File: src/rtl/micdc_pkg.sv
package micdc_pkg;

  localparam int OUT_REM_W = 11;
  localparam int LIMIT_W   = 7;
  localparam int Q_DEPTH   = 4;
  localparam int Q_PTR_W   = 2;
  localparam int Q_CNT_W   = 3;

  localparam logic [1:0] OP_PUSH  = 2'd0;
  localparam logic [1:0] OP_READ  = 2'd1;
  localparam logic [1:0] OP_CLEAR = 2'd2;

  localparam logic [1:0] CMD_PUSH  = 2'd0;
  localparam logic [1:0] CMD_READ  = 2'd1;
  localparam logic [1:0] CMD_CLEAR = 2'd2;

  localparam logic [2:0] REG_LP_ALPHA   = 3'd0;
  localparam logic [2:0] REG_DC_SHIFT   = 3'd1;
  localparam logic [2:0] REG_GAIN_SHIFT = 3'd2;
  localparam logic [2:0] REG_PHASE_STEP = 3'd3;
  localparam logic [2:0] REG_ADC_MAX    = 3'd4;

  localparam logic [13:0] ALPHA_ONE = 14'd8192;

  localparam logic [13:0] RST_LP_ALPHA   = 14'd2048;
  localparam logic [3:0]  RST_DC_SHIFT   = 4'd8;
  localparam logic [3:0]  RST_GAIN_SHIFT = 4'd2;
  localparam logic [15:0] RST_PHASE_STEP = 16'd20971;
  localparam logic [11:0] RST_ADC_MAX    = 12'd4095;
  localparam logic [12:0] RST_DC_LEVEL   = 13'd2048;

  typedef struct packed {
    logic [13:0] lp_alpha;
    logic [3:0]  dc_shift;
    logic [3:0]  gain_shift;
    logic [15:0] phase_step;
    logic [11:0] adc_max;
  } cfg_t;

  typedef struct packed {
    logic [1:0]  kind;
    logic [15:0] data;
  } cmd_t;

endpackage

File: src/rtl/micdc_queue.sv
module micdc_queue (
  input  logic            clk,
  input  logic            rst_n,
  input  logic            push,
  input  micdc_pkg::cmd_t push_cmd,
  output logic            full,
  input  logic            pop,
  output logic            nonempty,
  output micdc_pkg::cmd_t head
);

  micdc_pkg::cmd_t                      slot_r [micdc_pkg::Q_DEPTH];
  logic [micdc_pkg::Q_PTR_W-1:0]        wr_ptr_r, wr_ptr_nxt;
  logic [micdc_pkg::Q_PTR_W-1:0]        rd_ptr_r, rd_ptr_nxt;
  logic [micdc_pkg::Q_CNT_W-1:0]        cnt_r, cnt_nxt;
  logic                                 do_push, do_pop;

  assign full     = (cnt_r == micdc_pkg::Q_CNT_W'(micdc_pkg::Q_DEPTH));
  assign nonempty = (cnt_r != '0);
  assign head     = slot_r[rd_ptr_r];
  assign do_push  = push && !full;
  assign do_pop   = pop && nonempty;

  always_comb begin
    wr_ptr_nxt = do_push ? wr_ptr_r + 1'b1 : wr_ptr_r;
    rd_ptr_nxt = do_pop ? rd_ptr_r + 1'b1 : rd_ptr_r;
    cnt_nxt    = cnt_r;
    if (do_push && !do_pop) begin
      cnt_nxt = cnt_r + 1'b1;
    end else if (do_pop && !do_push) begin
      cnt_nxt = cnt_r - 1'b1;
    end
  end

  always_ff @(posedge clk) begin
    if (!rst_n) begin
      wr_ptr_r <= '0;
      rd_ptr_r <= '0;
      cnt_r    <= '0;
    end else begin
      wr_ptr_r <= wr_ptr_nxt;
      rd_ptr_r <= rd_ptr_nxt;
      cnt_r    <= cnt_nxt;
    end
  end

  always_ff @(posedge clk) begin
    if (do_push) begin
      slot_r[wr_ptr_r] <= push_cmd;
    end
  end

endmodule

File: config.mk
export PLATFORM = sky130hd
export DESIGN_NAME = micdc_queue
export DESIGN_NICKNAME = d
export VERILOG_FILES = /design/src/rtl/micdc_pkg.sv /design/src/rtl/micdc_queue.sv
export SDC_FILE = /design/constraint.sdc
export NUM_CORES = 1
export LEC_CHECK = 0
export BUFFER_PORTS_ARGS = -buffer_cell sky130_fd_sc_hd__clkbuf_2
export CORE_MARGIN = 3
export CORE_UTILIZATION = 29
export DETAILED_ROUTE_END_ITERATION = 10
export PLACE_DENSITY_LB_ADDON = 0.15
export SKIP_LAST_GASP = 1
export SYNTH_ARGS = -nofsm -noshare
export SYNTH_HDL_FRONTEND = slang
export SYNTH_SLANG_ARGS = --single-unit
File: constraint.sdc
create_clock -name clk -period 2.99 [get_ports clk]
set_clock_uncertainty 0.1 [all_clocks]
set_input_delay 0.1495 -clock clk [delete_from_list [all_inputs] [get_ports clk]]
set_output_delay 0.1495 -clock clk [all_outputs]
set_load 0.05 [all_outputs]
==> results_dict.tcl, run 1 <==
set metrics [dict create \
    fmax_mhz 429 \
    end_kind "register" \
    met3_length_um 250 \
    viasPerCell 4.34 \
    vdd_drop_max_uv 483 \
    slew_headroom 0.422 \
    cpLargestDelayFamily "adder cells" \
    grt_overflow 0 \
    finalSetupViolCount 0 \
    slew_violations 0 \
    cts-root-buf "clkbuf_8" \
    instances_no_fill 354 \
    worstPathMaxFanout 7 \
    synth.most_common_cell "edfxtp_1" \
    worstMarginPinSlew_ns 0.865 \
    cts_buffers 9 \
    drtAntennaViolNets 0 \
    antenna_cells 0 \
    regArea_um2 2340 \
    grt_max_degree 19 \
    rows 37 \
    ys_ff_latch 81 \
    cts_sinks 81 \
    final_cell_area_um2 3900 \
    switching_share 0.356 \
    fin_crit_sh 0.779 \
    vias 1537 \
    hold_violations 0 \
    drv_cap 0 \
    p_comb_frac 0.327 \
    synth_area_per_cell_um2 22.0 \
    crit_arrival_ns 2.50 \
    status "finished, final reports clean" \
    clkTransAtPathRegs_ns 0.08 \
    syn_to_final_growth_pct 24.8 \
    port-buffer-count 41 \
    power.share.sequential 0.423 \
    fin_nets 241 \
    async_reset_ff_frac 0 \
    yosys.area.top_type "edfxtp_1" \
    synthTopCellsByCount "edfxtp_1 (72), mux4_2 (13), dfxtp_1 (9), and2_1 (8)" \
    routed_wl_um 5660 \
    powerDensity_nw_per_um2 895 \
    ys_warn_count 0 \
    grt_pass1_wl_um 8710 \
    fp.dieArea_um2 12100 \
    firstDrtPassIters 4 \
    p_clk_frac 0.249 \
    crit_type "reg2reg" \
    fillers 977 \
    ys_seq_area_frac 0.749 \
    gp_congestion 0.762 \
    crit_path_start_kind "register" \
    synthFlopType "edfxtp_1" \
    cpMaxStageDelayCell "dfxtp_1" \
    setup_tns_ns 0 \
    multi_input_area_um2 716 \
    synth_area_leaders "edfxtp_1 (69%), mux4_2 (9.4%), dfxtp_1 (5.8%), mux4_1 (4.2%), ha_1 (2.0%)" \
    total_power_mw 3.49 \
    final_util 0.375 \
    die_width_um 110 \
    synth_nets 170 \
    layout_setup_ws_ns 0.660 \
    synth.cell_area_um2 3130 \
    p_sw_mw 1.24 \
    num_io_pins 42 \
    drt_iter0_markers 53 \
    hold_ws_ns 0.0574 \
    grt.total_usage 0.102 \
    cts_max_level 3 \
    drive_gt1_frac 0.367 \
    insertion_delay_ns 0.34 \
    hold_path.class "in2reg" \
    cts_resized 0 \
    antenna_found_initial 0 \
    synth_cell_types 23 \
    initial_core_util 0.300 \
    rsz0062_at_grt "no" \
    clk_path_buf_depth 2 \
    wl_met2_um 3100 \
    pre_cts_slack_ns 0.673 \
    p_int_mw 2.25 \
    synth_top_area_frac 0.692 \
    cts_tree "yes" \
    core-area_um2 10400 \
    post-route-min-period_ns 2.33 \
    wl_per_cell_um 16.0 \
    wl_met1_um 2210 \
    crit_chain "nor3b_2 > nor2b_1 > buf_4 > ha_1 > inv_1 > fa_1 > xor2_1 > or3_1 > a21boi_0" \
    placed_area_um2 3500 \
    fp.dieH_um 110 \
    synth_enable_flop_cells 72 \
    place_inst 320 \
    cp.required_ns 3.16 \
    critPathMaxStageDelay_ns 0.51 \
    netlist_instances 142 \
    cp_num_buf_inv 2 \
    highest_layer "met4" \
    hpwl_um 3690 \
    p_leak_nw 1.36 \
    grt_pass1_vias 1696 \
    route.detailed.drc 0 \
]
[cells in the final DEF, fill, tap and decap left out, drive strengths merged]
master,count
fa,1
or3,2
clkbuf,50
bufinv,2
dlygate4sd3,18
dfxtp,9
xor2,1
mux2i,3
ha,5
nand2,4
clkinvlp,3
buf,7
nor3b,1
mux4,18
o31ai,1
a21boi,1
edfxtp,72
and2,8
nor2b,2
o21ai,1
o311ai,1
xnor2,3
inv,5
[worst reg2reg max path, cell delays in order, from the launching register on]
cell,delay (ns)
dfxtp_1,0.51
nor3b_2,0.09
nor2b_1,0.12
buf_4,0.15
ha_1,0.20
inv_1,0.07
fa_1,0.38
xor2_1,0.19
or3_1,0.30
a21boi_0,0.15
[flip-flops by register name, indices dropped and copies added (netlist names), named ones only]
signal / flops
rd_ptr_r: 2
slot_r: 72
cnt_r: 3
wr_ptr_r: 2
[cell type report]
cell class,instances,share of cell area
clock inverter,7,0.0257
sequential,81,0.600
multi-input combinational,52,0.183
timing repair buffer,66,0.112
tap,136,0.0436
clock buffer,9,0.0318
inverter,3,0.00289
[layer usage]
layer | up-vias | track usage
met5 | - | 0
met4 | 0 | 0.0481
met3 | 11 | 0.0264
met2 | 38 | 0.188
met1 | 774 | 0.108
li1 | 714 | -
[path summary, 6_finish.rpt]
kind | from | endpoint | slack [ns] | cells after the start
worst max-delay path | cnt_r[0] | cnt_r[2] | 0.66 | 9
worst min-delay path | rst_n | wr_ptr_r[1] | 0.06 | 3
worst max register to register | cnt_r[0] | cnt_r[2] | 0.66 | 9
worst min register to register | wr_ptr_r[1] | wr_ptr_r[1] | 0.40 | 2
[power groups by stage]
| stage | Clock, mW | Combinational [mW] | Sequential, mW |
|---|---|---|---|
| 5_1_grt | 0.954 | 1.21 | 1.50 |
| 6_report | 0.870 | 1.14 | 1.48 |
| 3_3_place_gp | 0 | 1.12 | 1.50 |
| 3_5_place_dp | 0 | 1.15 | 1.51 |
| 4_1_cts | 0.900 | 1.17 | 1.49 |
| 2_1_floorplan | 0 | 0.948 | 1.45 |
[cells by family after synthesis]
family                     count (synthesis)  share of synthesized area
DFF                                       81                      0.749
muxes                                     21                      0.145
and+or+nand+nor                           17                     0.0328
buffers and inverters                      9                     0.0216
adders and majority gates                  6                     0.0264
AOI/OAI and AO/OA                          4                     0.0132
xor gates and xnor gates                   4                     0.0112
[repair_timing]
action | CTS | global route
hold endpoints to repair | 72 | 0
hold buffers | 18 | 0
setup buffers | 0 | 0
(Power assumes the default switching activity.)
==> run 2: changes to the inputs <==
==> constraint.sdc (replaced) <==
create_clock -name clk -period 2.35 [get_ports clk]
set_clock_uncertainty 0.1 [all_clocks]
set_input_delay 0.1175 -clock clk [delete_from_list [all_inputs] [get_ports clk]]
set_output_delay 0.1175 -clock clk [all_outputs]
set_load 0.05 [all_outputs]
==> results_dict.tcl, run 2 (synthesis gave the netlist of run 1 again) <==
set metrics [dict create \
    cts-root-buf "clkbuf_8" \
    firstDrtPassIters 4 \
    worst_r2r_endpoint "cnt_r[2]" \
    drive_gt1_frac 0.396 \
    grt_pass1_wl_um 8710 \
    vias 1543 \
    cts_sinks 81 \
    drt_iter0_markers 50 \
    p_comb_frac 0.346 \
    fp.dieArea_um2 12100 \
    placed_area_um2 3530 \
    slew_violations 0 \
    die_width_um 110 \
    instances_no_fill 358 \
    gp_congestion 0.672 \
    crit_type "reg2reg" \
    end_kind "register" \
    port-buffer-count 41 \
    hold_path.class "in2reg" \
    initial_core_util 0.300 \
    worstHoldStart "rst_n" \
    hold_violations 0 \
    clk_path_buf_depth 2 \
    grt_max_degree 19 \
    largestRegisters "slot_r x72, cnt_r x3" \
    worstRegToRegCells 7 \
    drv_cap 0 \
    p_clk_frac 0.238 \
    slew_headroom 0.758 \
    final_util 0.379 \
    cts_setup_buffers 0 \
    r2r-start "cnt_r[1]" \
    finalSetupViolCount 0 \
    syn_to_final_growth_pct 26.2 \
    fp.dieH_um 110 \
    worstHoldPathCells 2 \
    antenna_found_initial 0 \
    insertion_delay_ns 0.33 \
    hold_end "cnt_r[1]" \
    fin_nets 245 \
    route.detailed.drc 0 \
    routed_wl_um 5560 \
    hpwl_um 3830 \
    core-area_um2 10400 \
    rsz0062_at_grt "no" \
    wl_per_cell_um 15.5 \
    largest_reg_flops 72 \
    crit_path_start_kind "register" \
    p_sw_mw 1.55 \
    hold_ws_ns 0.0407 \
    powerDensity_nw_per_um2 1120 \
    grt.total_usage 0.103 \
    worstPathMaxFanout 6 \
    cts_tree "yes" \
    status "finished, final reports clean" \
    drtAntennaViolNets 0 \
    fin_crit_sh 0.928 \
    switching_share 0.351 \
    fmax_mhz 459 \
    cts_max_level 3 \
    worstMarginPinSlew_ns 0.363 \
    grt_overflow 0 \
    clkTransAtPathRegs_ns 0.07 \
    cp.required_ns 2.51 \
    place_inst 324 \
    layout_commonest_cell "edfxtp_1" \
    p_int_mw 2.88 \
    rows 37 \
    final_cell_area_um2 3950 \
    grt_pass1_vias 1699 \
    antenna_cells 0 \
    post-route-min-period_ns 2.18 \
    viasPerCell 4.31 \
    largest_register "slot_r" \
    crit_arrival_ns 2.34 \
    regToRegSetupSlack_ns 0.17 \
    num_io_pins 42 \
    final_cell_mix "edfxtp_1 (72), clkbuf_2 (41), dlygate4sd3_1 (18)" \
    p_leak_nw 1.39 \
    vdd_drop_max_uv 441 \
    cts_buffers 9 \
    power.share.sequential 0.417 \
]
-- run 2: changes by cell type in the layout (fill, tap and decap cells not counted), moves of 2 or more --
cell,previous run,this run
buf_4,7,11
dfxtp_1,9,6
dfxtp_2,0,3
inv_6,2,0
clkinv_2,0,2
clkinvlp_4,3,0
-- run 2: layer usage --
metal  GRT usage  wire length, um  up-vias  part of all wire
li1            -                -      720                 -
met1       0.104             2120      781              0.38
met2       0.185             3100       34              0.56
met3      0.0388              261        8             0.047
met4      0.0534               83        0             0.015
met5           0                0        -                 0
-- run 2: critical path: stages (launching register included) --
cell and delay [ns]:
dfxtp_2 0.38, o31ai_4 0.28, ha_2 0.24, inv_1 0.05, fa_1 0.38, xor2_1 0.19, or3_1 0.33, a21boi_2 0.16
-- run 2: stage by stage --
step	power (mW)	worst slack [ns]	TNS, ns
5_1_grt	4.65	0.0299	0
3_3_place_gp	3.34	0.224	0
3_5_place_dp	3.39	-0.0643	-0.0643
6_report	4.43	0.170	0
2_1_floorplan	3.06	0.0440	0
4_1_cts	4.49	0.0404	0
-- run 2: how the worst max path moves through the flow --
stage | start | to | cells after the start
after CTS | cnt_r[1] | cnt_r[2] | 7
after floorplan | cnt_r[2] | cnt_r[2] | 9
final | cnt_r[1] | cnt_r[2] | 7
after global routing | cnt_r[2] | cnt_r[2] | 8
after detailed placement | cnt_r[0] | cnt_r[2] | 8
after global placement | cnt_r[1] | cnt_r[2] | 7
-- run 2: power by group through the flow --
stage / Sequential, mW / Combinational, mW / Clock, mW
detailed placement: 1.87 / 1.52 / 0
CTS: 1.84 / 1.55 / 1.10
floorplan: 1.85 / 1.21 / 0
global route: 1.86 / 1.63 / 1.15
global placement: 1.85 / 1.49 / 0
finish: 1.84 / 1.53 / 1.05
-- run 2: area by class of cell --
type / instances / area (um2)
tap: 136 / 170
timing repair buffer: 70 / 468
multi-input combinational: 52 / 739
fill: 987 / 6470
clock inverter: 6 / 82.6
clock buffer: 10 / 128
sequential: 81 / 2350
inverter: 3 / 11.3
-- run 2: repair_timing --
action	4_1_cts	5_1_grt
gates resized for setup	3	5
hold endpoints to repair	72	0
endpoints found under the setup margin	1	1
pin swaps	0	0
hold buffers	18	0
