## src/rtl/micdc_pkg.sv

```systemverilog
package micdc_pkg;

  localparam int OUT_REM_W = 11;
  localparam int LIMIT_W   = 7;
  localparam int Q_DEPTH   = 4;
  localparam int Q_PTR_W   = 2;
  localparam int Q_CNT_W   = 3;

  localparam logic [1:0] OP_PUSH  = 2'd0;
  localparam logic [1:0] OP_READ  = 2'd1;
  localparam logic [1:0] OP_CLEAR = 2'd2;

  localparam logic [1:0] CMD_PUSH  = 2'd0;
  localparam logic [1:0] CMD_READ  = 2'd1;
  localparam logic [1:0] CMD_CLEAR = 2'd2;

  localparam logic [2:0] REG_LP_ALPHA   = 3'd0;
  localparam logic [2:0] REG_DC_SHIFT   = 3'd1;
  localparam logic [2:0] REG_GAIN_SHIFT = 3'd2;
  localparam logic [2:0] REG_PHASE_STEP = 3'd3;
  localparam logic [2:0] REG_ADC_MAX    = 3'd4;

  localparam logic [13:0] ALPHA_ONE = 14'd8192;

  localparam logic [13:0] RST_LP_ALPHA   = 14'd2048;
  localparam logic [3:0]  RST_DC_SHIFT   = 4'd8;
  localparam logic [3:0]  RST_GAIN_SHIFT = 4'd2;
  localparam logic [15:0] RST_PHASE_STEP = 16'd20971;
  localparam logic [11:0] RST_ADC_MAX    = 12'd4095;
  localparam logic [12:0] RST_DC_LEVEL   = 13'd2048;

  typedef struct packed {
    logic [13:0] lp_alpha;
    logic [3:0]  dc_shift;
    logic [3:0]  gain_shift;
    logic [15:0] phase_step;
    logic [11:0] adc_max;
  } cfg_t;

  typedef struct packed {
    logic [1:0]  kind;
    logic [15:0] data;
  } cmd_t;

endpackage

```

## src/rtl/micdc_front.sv

```systemverilog
module micdc_front #(
  parameter int MAX_READ = 64
) (
  input  logic                   clk,
  input  logic                   rst_n,
  input  micdc_pkg::cfg_t        cfg,
  input  logic                   in_valid,
  output logic                   in_stall,
  input  logic [1:0]             in_op,
  input  logic [11:0]            in_raw_sample,
  input  logic [6:0]             in_read_limit,
  output logic                   q_push,
  output micdc_pkg::cmd_t        q_push_cmd,
  input  logic                   q_full
);

  localparam logic [1:0] F_IDLE = 2'd0;
  localparam logic [1:0] F_MUL1 = 2'd1;
  localparam logic [1:0] F_MUL2 = 2'd2;
  localparam logic [1:0] F_GAIN = 2'd3;

  function automatic logic signed [15:0] sat16(input logic signed [31:0] v);
    if (v > 32'sd32767) begin
      return 16'sh7fff;
    end else if (v < -32'sd32768) begin
      return 16'sh8000;
    end
    return v[15:0];
  endfunction

  logic [1:0]          state_r, state_nxt;
  logic signed [12:0]  dc_level_r, dc_level_nxt;
  logic signed [15:0]  lp_r, lp_nxt;
  logic [15:0]         phase_r, phase_nxt;
  logic signed [13:0]  cent_r, cent_nxt;
  logic signed [29:0]  prod_r, prod_nxt;
  logic                keep_r, keep_nxt;

  logic                accept;
  logic [11:0]         raw_c;
  logic signed [13:0]  dc_ext_c, diff_c, step_c, dc_new_c, raw_ext_c;
  logic [16:0]         phase_sum_c;
  logic [13:0]         alpha_c, beta_c;
  logic signed [30:0]  prod2_c, acc_c;
  logic signed [17:0]  shr_c;
  logic signed [31:0]  amp_c;
  logic [6:0]          lim_c;

  assign in_stall = (state_r != F_IDLE) || q_full;
  assign accept   = in_valid && !in_stall;

  always_comb begin
    raw_c       = (in_raw_sample > cfg.adc_max) ? cfg.adc_max : in_raw_sample;
    raw_ext_c   = $signed({2'b00, raw_c});
    dc_ext_c    = $signed({dc_level_r[12], dc_level_r});
    diff_c      = raw_ext_c - dc_ext_c;
    step_c      = diff_c >>> cfg.dc_shift;
    dc_new_c    = dc_ext_c + step_c;
    phase_sum_c = {1'b0, phase_r} + {1'b0, cfg.phase_step};
    alpha_c     = (cfg.lp_alpha > micdc_pkg::ALPHA_ONE) ? micdc_pkg::ALPHA_ONE : cfg.lp_alpha;
    beta_c      = micdc_pkg::ALPHA_ONE - alpha_c;
    prod2_c     = lp_r * $signed({1'b0, beta_c});
    acc_c       = prod2_c + $signed({prod_r[29], prod_r});
    shr_c       = acc_c[30:13];
    amp_c       = $signed({{16{lp_r[15]}}, lp_r}) <<< cfg.gain_shift;
    lim_c       = (in_read_limit > 7'(MAX_READ)) ? 7'(MAX_READ) : in_read_limit;
  end

  always_comb begin
    state_nxt    = state_r;
    dc_level_nxt = dc_level_r;
    lp_nxt       = lp_r;
    phase_nxt    = phase_r;
    cent_nxt     = cent_r;
    prod_nxt     = prod_r;
    keep_nxt     = keep_r;
    q_push       = 1'b0;
    q_push_cmd   = '0;
    unique case (state_r)
      F_IDLE: begin
        if (accept) begin
          if (in_op == micdc_pkg::OP_PUSH) begin
            dc_level_nxt = dc_new_c[12:0];
            cent_nxt     = raw_ext_c - dc_new_c;
            phase_nxt    = phase_sum_c[15:0];
            keep_nxt     = phase_sum_c[16];
            state_nxt    = F_MUL1;
          end else if (in_op == micdc_pkg::OP_READ && in_read_limit != 7'd0) begin
            q_push          = 1'b1;
            q_push_cmd.kind = micdc_pkg::CMD_READ;
            q_push_cmd.data = {9'd0, lim_c};
          end else if (in_op == micdc_pkg::OP_CLEAR) begin
            q_push          = 1'b1;
            q_push_cmd.kind = micdc_pkg::CMD_CLEAR;
          end
        end
      end
      F_MUL1: begin
        prod_nxt  = cent_r * $signed({1'b0, alpha_c});
        state_nxt = F_MUL2;
      end
      F_MUL2: begin
        lp_nxt    = sat16($signed({{14{shr_c[17]}}, shr_c}));
        state_nxt = keep_r ? F_GAIN : F_IDLE;
      end
      F_GAIN: begin
        if (!q_full) begin
          q_push          = 1'b1;
          q_push_cmd.kind = micdc_pkg::CMD_PUSH;
          q_push_cmd.data = sat16(amp_c);
          state_nxt       = F_IDLE;
        end
      end
      default: state_nxt = F_IDLE;
    endcase
  end

  always_ff @(posedge clk) begin
    if (!rst_n) begin
      state_r    <= F_IDLE;
      dc_level_r <= micdc_pkg::RST_DC_LEVEL;
      lp_r       <= '0;
      phase_r    <= '0;
      keep_r     <= 1'b0;
    end else begin
      state_r    <= state_nxt;
      dc_level_r <= dc_level_nxt;
      lp_r       <= lp_nxt;
      phase_r    <= phase_nxt;
      keep_r     <= keep_nxt;
    end
  end

  always_ff @(posedge clk) begin
    cent_r <= cent_nxt;
    prod_r <= prod_nxt;
  end

endmodule

```

## config.mk

```make
export PLATFORM = sky130hd
export DESIGN_NAME = micdc_front
export DESIGN_NICKNAME = d
export VERILOG_FILES = /design/src/rtl/micdc_pkg.sv /design/src/rtl/micdc_front.sv
export SDC_FILE = /design/constraint.sdc
export NUM_CORES = 1
export LEC_CHECK = 0
export ABC_AREA = 0
export BUFFER_PORTS_ARGS = -buffer_cell sky130_fd_sc_hd__buf_2
export CORE_AREA = 3 3 224 226
export DETAILED_ROUTE_END_ITERATION = 6
export DIE_AREA = 0 0 227 229
export PLACE_DENSITY_LB_ADDON = 0.05
export SLEW_MARGIN = 20
export SYNTH_ARGS = -nofsm -noshare
export SYNTH_HDL_FRONTEND = slang
export SYNTH_SLANG_ARGS = --single-unit
```

## constraint.sdc

```tcl
create_clock -name clk -period 11.5 [get_ports clk]
set_clock_uncertainty 0.15 [all_clocks]
set_input_delay 1.15 -clock clk [delete_from_list [all_inputs] [get_ports clk]]
set_output_delay 1.15 -clock clk [all_outputs]
set_load 0.1 [all_outputs]
```

==> results of run 1 <==
-- area by class of cell --
type,instances,share of cell area [%]
Timing Repair Buffer,131,2.952
Clock inverter,6,0.2073
Sequential cell,91,8.886
Tap cell,622,3.071
Clock buffer,10,0.9429
Inverter,547,8.101
Multi-Input combinational cell,1965,75.84
-- placed cells by master, fill, tap and decap left out, types with 8 or more instances in the layout --
master	n
nor2b_1	43
a21o_1	28
clkbuf_16	9
o21a_1	21
nor4_1	8
ha_1	257
and3_1	10
o21ai_0	64
inv_1	542
buf_4	37
nor2_1	80
xor2_1	25
and2_1	207
a21oi_1	109
o21bai_1	16
a211oi_1	9
fa_1	391
nor3_1	43
dfxtp_1	48
mux4_2	17
or3_1	9
mux2i_1	28
edfxtp_1	43
xnor2_1	63
mux2_2	22
o221a_2	15
buf_2	94
nand2_1	297
nand3_1	33
a31oi_1	10
nand2b_1	21
o21ai_1	8
o211ai_1	9
nand4_1	11
-- power by group --
part / leakage, nW / switching [mW] / internal (mW)
clock: 0.146 / 0.147 / 0.156
sequential: 0.785 / 0.115 / 0.493
combinational: 11.7 / 2.80 / 1.91
total: 12.7 / 3.06 / 2.56
-- critical path, delay by kind of cell --
kind	cells	cell delay (ps)
AOI/OAI and AO/OA	8	2720
xor gates and xnor gates	1	160
adders and majority gates	7	3510
buffers and inverters	6	1110
and+or+nand+nor	7	1500
-- path summary, 6_finish.rpt --
kind	from	end	slack (ps)	depth (start not counted)
worst max-delay path	cfg[49]	lp_r[13]$_SDFFE_PN0N_	1450	29
worst min-delay path	phase_r[6]$_SDFFE_PN0P_	phase_r[6]$_SDFFE_PN0P_	310	2
worst max register to register	lp_r[15]$_SDFFE_PN0N_	lp_r[13]$_SDFFE_PN0N_	3380	23
worst min register to register	phase_r[6]$_SDFFE_PN0P_	phase_r[6]$_SDFFE_PN0P_	310	2
-- routing by layer --
metal | global-route usage [%] | wire (um) | vias up
met5 | 0 | 13 | -
met4 | 6.903 | 1713 | 2
met3 | 3.550 | 2947 | 82
met2 | 42.87 | 30850 | 419
met1 | 32.38 | 26200 | 9281
li1 | - | - | 8688
-- cells by family (layout without fill, tap and decap cells) --
| kind of cell | after synthesis | in the layout | synth area share, % |
|---|---|---|---|
| XOR/XNOR | 90 | 90 | 3.342 |
| multiplexers | 68 | 68 | 3.905 |
| buffers and inverters | 666 | 694 | 10.58 |
| flip-flops | 91 | 91 | 9.385 |
| AO/OA/AOI/OAI | 372 | 372 | 10.49 |
| AND/OR/NAND/NOR | 787 | 787 | 16.27 |
| adder cells (fa/ha/maj) | 648 | 648 | 46.02 |
-- sequential cells by signal (all words and copies together) (netlist names) --
name,count
lp_r,16
phase_r,16
prod_r,29
keep_r,1
state_r,2
cent_r,14
dc_level_r,13
-- stage by stage --
stage	instances	hold slack, ps	worst slack [ps]	instance area, sq um	total power [mW]
after detailed placement	3356	301.0	1123	25050	5.325
after global routing	3372	325.6	804.2	25340	6.346
after floorplan	2722	285.6	2364	24000	4.156
final	3372	309.4	1450	25340	5.621
after CTS	3372	310.7	1511	25340	5.671
after global placement	3356	294.7	1391	25050	5.233
-- Yosys cell counts, types with 10 or more instances --
cell type  instances  area, sq um
a21o_1            28        210.2
a21oi_1          109        545.5
a31oi_1           10        62.56
and2_1           207         1295
and3_1            10        62.56
clkbuf_1         105        394.1
dfxtp_1           48        960.9
edfxtp_1          43         1291
fa_1             391         7828
ha_1             257         3216
inv_1            542         2034
mux2_2            22        247.7
mux2i_1           28        280.3
mux4_2            17        382.9
nand2_1          297         1115
nand2b_1          21        131.4
nand3_1           33        165.2
nand4_1           11        68.82
nor2_1            80        300.3
nor2b_1           44        275.3
nor3_1            43        215.2
o21a_1            21        157.7
o21ai_0           65        325.3
o21bai_1          16        120.1
o221a_2           15        168.9
xnor2_1           63        551.8
xor2_1            26        227.7
==> impl_metrics.toml, run 1 <==
[final_layout]
antenna_cells = 0
final_core_util_pct = 52.21
finalNetCount = 3468
area_delta_synth_final_pct = 5.615
num-fill-cells = 4553
drive_gt1_share_pct = 8.109
ff_latch_area_sq_um = 2252
multiInputGateArea_sq_um = 19220

[setup_path]
timing.critical_path.slowest_stage_cell = "a211oi_4"
worstPathArrival_ps = 10180
path_class = "in2reg"
crit_required_ps = 11620
slowest_delay_ps = 650
endpoint_kind = "register"
crit_fanout = 32
cp_common_cell = "fa_1"
startpoint_type = "input pin"

[logic_synthesis]
yosysSeqAreaShare_pct = 9.385
synth-async-reset-ratio_pct = 0
avgSynthCellArea_sq_um = 8.816
syn-num-nets = 3445
synth_ff_type = "dfxtp_1"
synth_edf_count = 43
yosys_warnings = 0
synthCells = 2722
ys_types = 74
ys_ff_latch = 91
syn-cell-area_sq_um = 24000

[timing]
tns_ps = 0
drv_slew = 0
max_slew_margin_pct = 34.90
rsz0062_at_grt = "no"
max_freq_mhz = 99.50
worst-slew-pin-transition_ps = 975.2
finalSetupViolCount = 0
hold_viol_final = 0
period_share_pct = 87.39
min_period_ps = 10050

[global_route]
antenna_found_initial = 1
grt_first_pass_wirelength_mm = 101.3
grt_pass1_vias = 19344
grt_max_degree = 45
grt_usage_pct = 24.77
gr-total-overflow = 0

[die]
boundaryPins = 95
core-area_sq_um = 48550
die_height_um = 229
num_rows = 81
dieArea_sq_um = 51980
initial_core_util_pct = 49.43
fp.dieW_um = 227

[clocking]
h-tree-depth = 3
postCtsSetupRepairBufs = 0
cts_tree = "done"
clkTransAtPathRegs_ps = 80
clockRootBuffer = "clkbuf_16"
ctsHoldBuffers = 0
cts.repair.resized = 0
cts.path.max_buffers = 2
cts_made_buffers = 9
cts.sinks = 91
clk_latency_ps = 380

[routing]
wl_mm = 61.72
drc = 0
vias_per_cell = 5.478
firstDrtPassIters = 5
ant_nets = 0
via_count = 18472
drt-initial-drc-count = 1083
post_drt_wl_per_cell_um = 18.30

[placement]
place_congestion = 0.8799
numPortBuffers = 94
hpwlAfterDp_mm = 50.21

[pwr]
powerDensity_nw_per_um2 = 221.8
leakagePower_nw = 12.67
peakVddDrop_mv = 0.1830

[run_status]
status = "finished clean"

[flow_run]
maxCapViolCount = 0

[min_path]
hp-class = "reg2reg"
No activity file was read; power rests on OpenSTA's default activity.
==> run 2: changes to the inputs <==
- clock period: 11.5 -> 10.3 ns (I/O delays scaled with it)
==> impl_metrics.toml, run 2 (synthesized netlist as in run 1, its figures left out) <==
[pwr]
p_sw_share_pct = 53.77
p_sw_mw = 3.360
leakagePower_nw = 12.70
pwr-share-seq_pct = 10.8
clockPowerShare_pct = 5.6
peakVddDrop_mv = 0.2186
powerDensity_nw_per_um2 = 246.1
p_int_mw = 2.889
combinationalPowerShare_pct = 83.6
power_mw = 6.249

[final_layout]
reg_top3 = "prod_r (29), lp_r (16), phase_r (16)"
layout_commonest_cell = "inv_1"
regMostFlops = "prod_r"
drive_gt1_share_pct = 8.170
largest_reg_flops = 29
finalNetCount = 3472
antenna_cells = 0
layout_common_cells = "543 x inv_1, 391 x fa_1, 297 x nand2_1"
area_delta_synth_final_pct = 5.793

[routing]
ant_nets = 0
firstDrtPassIters = 6
vias_per_cell = 5.441
post_drt_wl_per_cell_um = 17.98
drt-initial-drc-count = 1001
drc = 0
via_count = 18369
wl_mm = 60.71

[timing]
drv_slew = 0
period_share_pct = 91.37
finalSetupViolCount = 0
min_period_ps = 9411
worst-slew-pin-transition_ps = 920.0
max_freq_mhz = 106.3
rsz0062_at_grt = "no"
max_slew_margin_pct = 38.58
hold-worst-slack_ps = 307.1
tns_ps = 0
hold_viol_final = 0

[setup_path]
endpoint_kind = "register"
timing.rr.start = "lp_r[15]$_SDFFE_PN0N_"
crit_required_ps = 10460
worstPathArrival_ps = 9570
crit_start = "cfg[49]"
r2r_slack_ps = 2570
timing.critical_path.slowest_stage_cell = "o31ai_4"
r2r_cells = 23
cpLargestDelayFamily = "adder cells"
slowest_delay_ps = 630
r2r_end = "lp_r[1]$_SDFFE_PN0N_"
startpoint_type = "input pin"
crit_fanout = 18
cp_common_cell = "fa_1"
path_buf_inv = 8
path_class = "in2reg"

[min_path]
hp-class = "reg2reg"
min_from = "phase_r[6]$_SDFFE_PN0P_"
worstHoldEndpoint = "phase_r[6]$_SDFFE_PN0P_"
hold_path_depth = 2

[clocking]
postCtsSetupRepairBufs = 0
cts.sinks = 91
clockRootBuffer = "clkbuf_16"
h-tree-depth = 3
clkTransAtPathRegs_ps = 70
cts.path.max_buffers = 2
cts_tree = "done"
ctsHoldBuffers = 0
cts.repair.resized = 0
cts_made_buffers = 9
clk_latency_ps = 370

[global_route]
grt_pass1_vias = 19239
gr-total-overflow = 0
grt_usage_pct = 24.39
grt_max_degree = 45
grt_first_pass_wirelength_mm = 100.5
antenna_found_initial = 1

[die]
fp.dieW_um = 227
initial_core_util_pct = 49.43
num_rows = 81
die_height_um = 229
dieArea_sq_um = 51980
core-area_sq_um = 48550
boundaryPins = 95

[placement]
place_congestion = 0.8698
numPortBuffers = 94
hpwlAfterDp_mm = 49.72

[flow_run]
maxCapViolCount = 0

[run_status]
status = "finished clean"
[run 2: worst max path at each step]
stage               slack (ps)               endpoint  cells after the start
global route               400   lp_r[3]$_SDFFE_PN0N_                     31
finish                     890   lp_r[1]$_SDFFE_PN0N_                     31
detailed placement         540   lp_r[1]$_SDFFE_PN0N_                     31
floorplan                 1280  lp_r[11]$_SDFFE_PN0N_                     29
CTS                        920   lp_r[1]$_SDFFE_PN0N_                     31
global placement           710   lp_r[3]$_SDFFE_PN0N_                     31
[run 2: worst min-delay path: cells and delay by family (launching register included)]
kind	cells	cell delay, ps
flip-flops	1	310
AO/OA/AOI/OAI	1	50
AND/OR/NAND/NOR	1	50
[run 2: layout make-up]
| cell class | instances | area (sq um) |
|---|---|---|
| clock inverter | 4 | 47.55 |
| sequential | 91 | 2252 |
| clock buffer | 12 | 256.5 |
| tap | 622 | 778.2 |
| inverter | 547 | 2053 |
| timing repair buffer | 135 | 778.2 |
| fill | 4621 | 23160 |
| multi-input combinational | 1965 | 19220 |
[run 2: metal layers]
metal	vias to the layer above	wire length [um]	part of all wire (%)	global-route usage, %
li1	8688	-	-	-
met1	9254	27360	45	33.27
met2	354	29600	49	41.42
met3	73	2260	3.7	2.897
met4	0	1479	2.4	6.158
met5	-	0	0	0
[run 2: power groups by stage]
stage | Sequential [mW] | Combinational, mW | Clock (mW)
6_report | 0.674 | 5.23 | 0.349
5_1_grt | 0.686 | 5.97 | 0.372
4_1_cts | 0.675 | 5.25 | 0.359
3_5_place_dp | 0.683 | 5.20 | 0
3_3_place_gp | 0.680 | 5.13 | 0
2_1_floorplan | 0.588 | 4.05 | 0
[run 2: per-stage QoR]
stage               utilization (%)  std cells  instance area, sq um  worst slack, ps
finish                        52.30       3376                 25390            888.9
global route                  52.30       3376                 25390            399.2
CTS                           52.28       3376                 25380            923.1
detailed placement            51.65       3360                 25080            539.1
global placement              51.65       3360                 25080            711.9
floorplan                         -       2722                 24000             1284
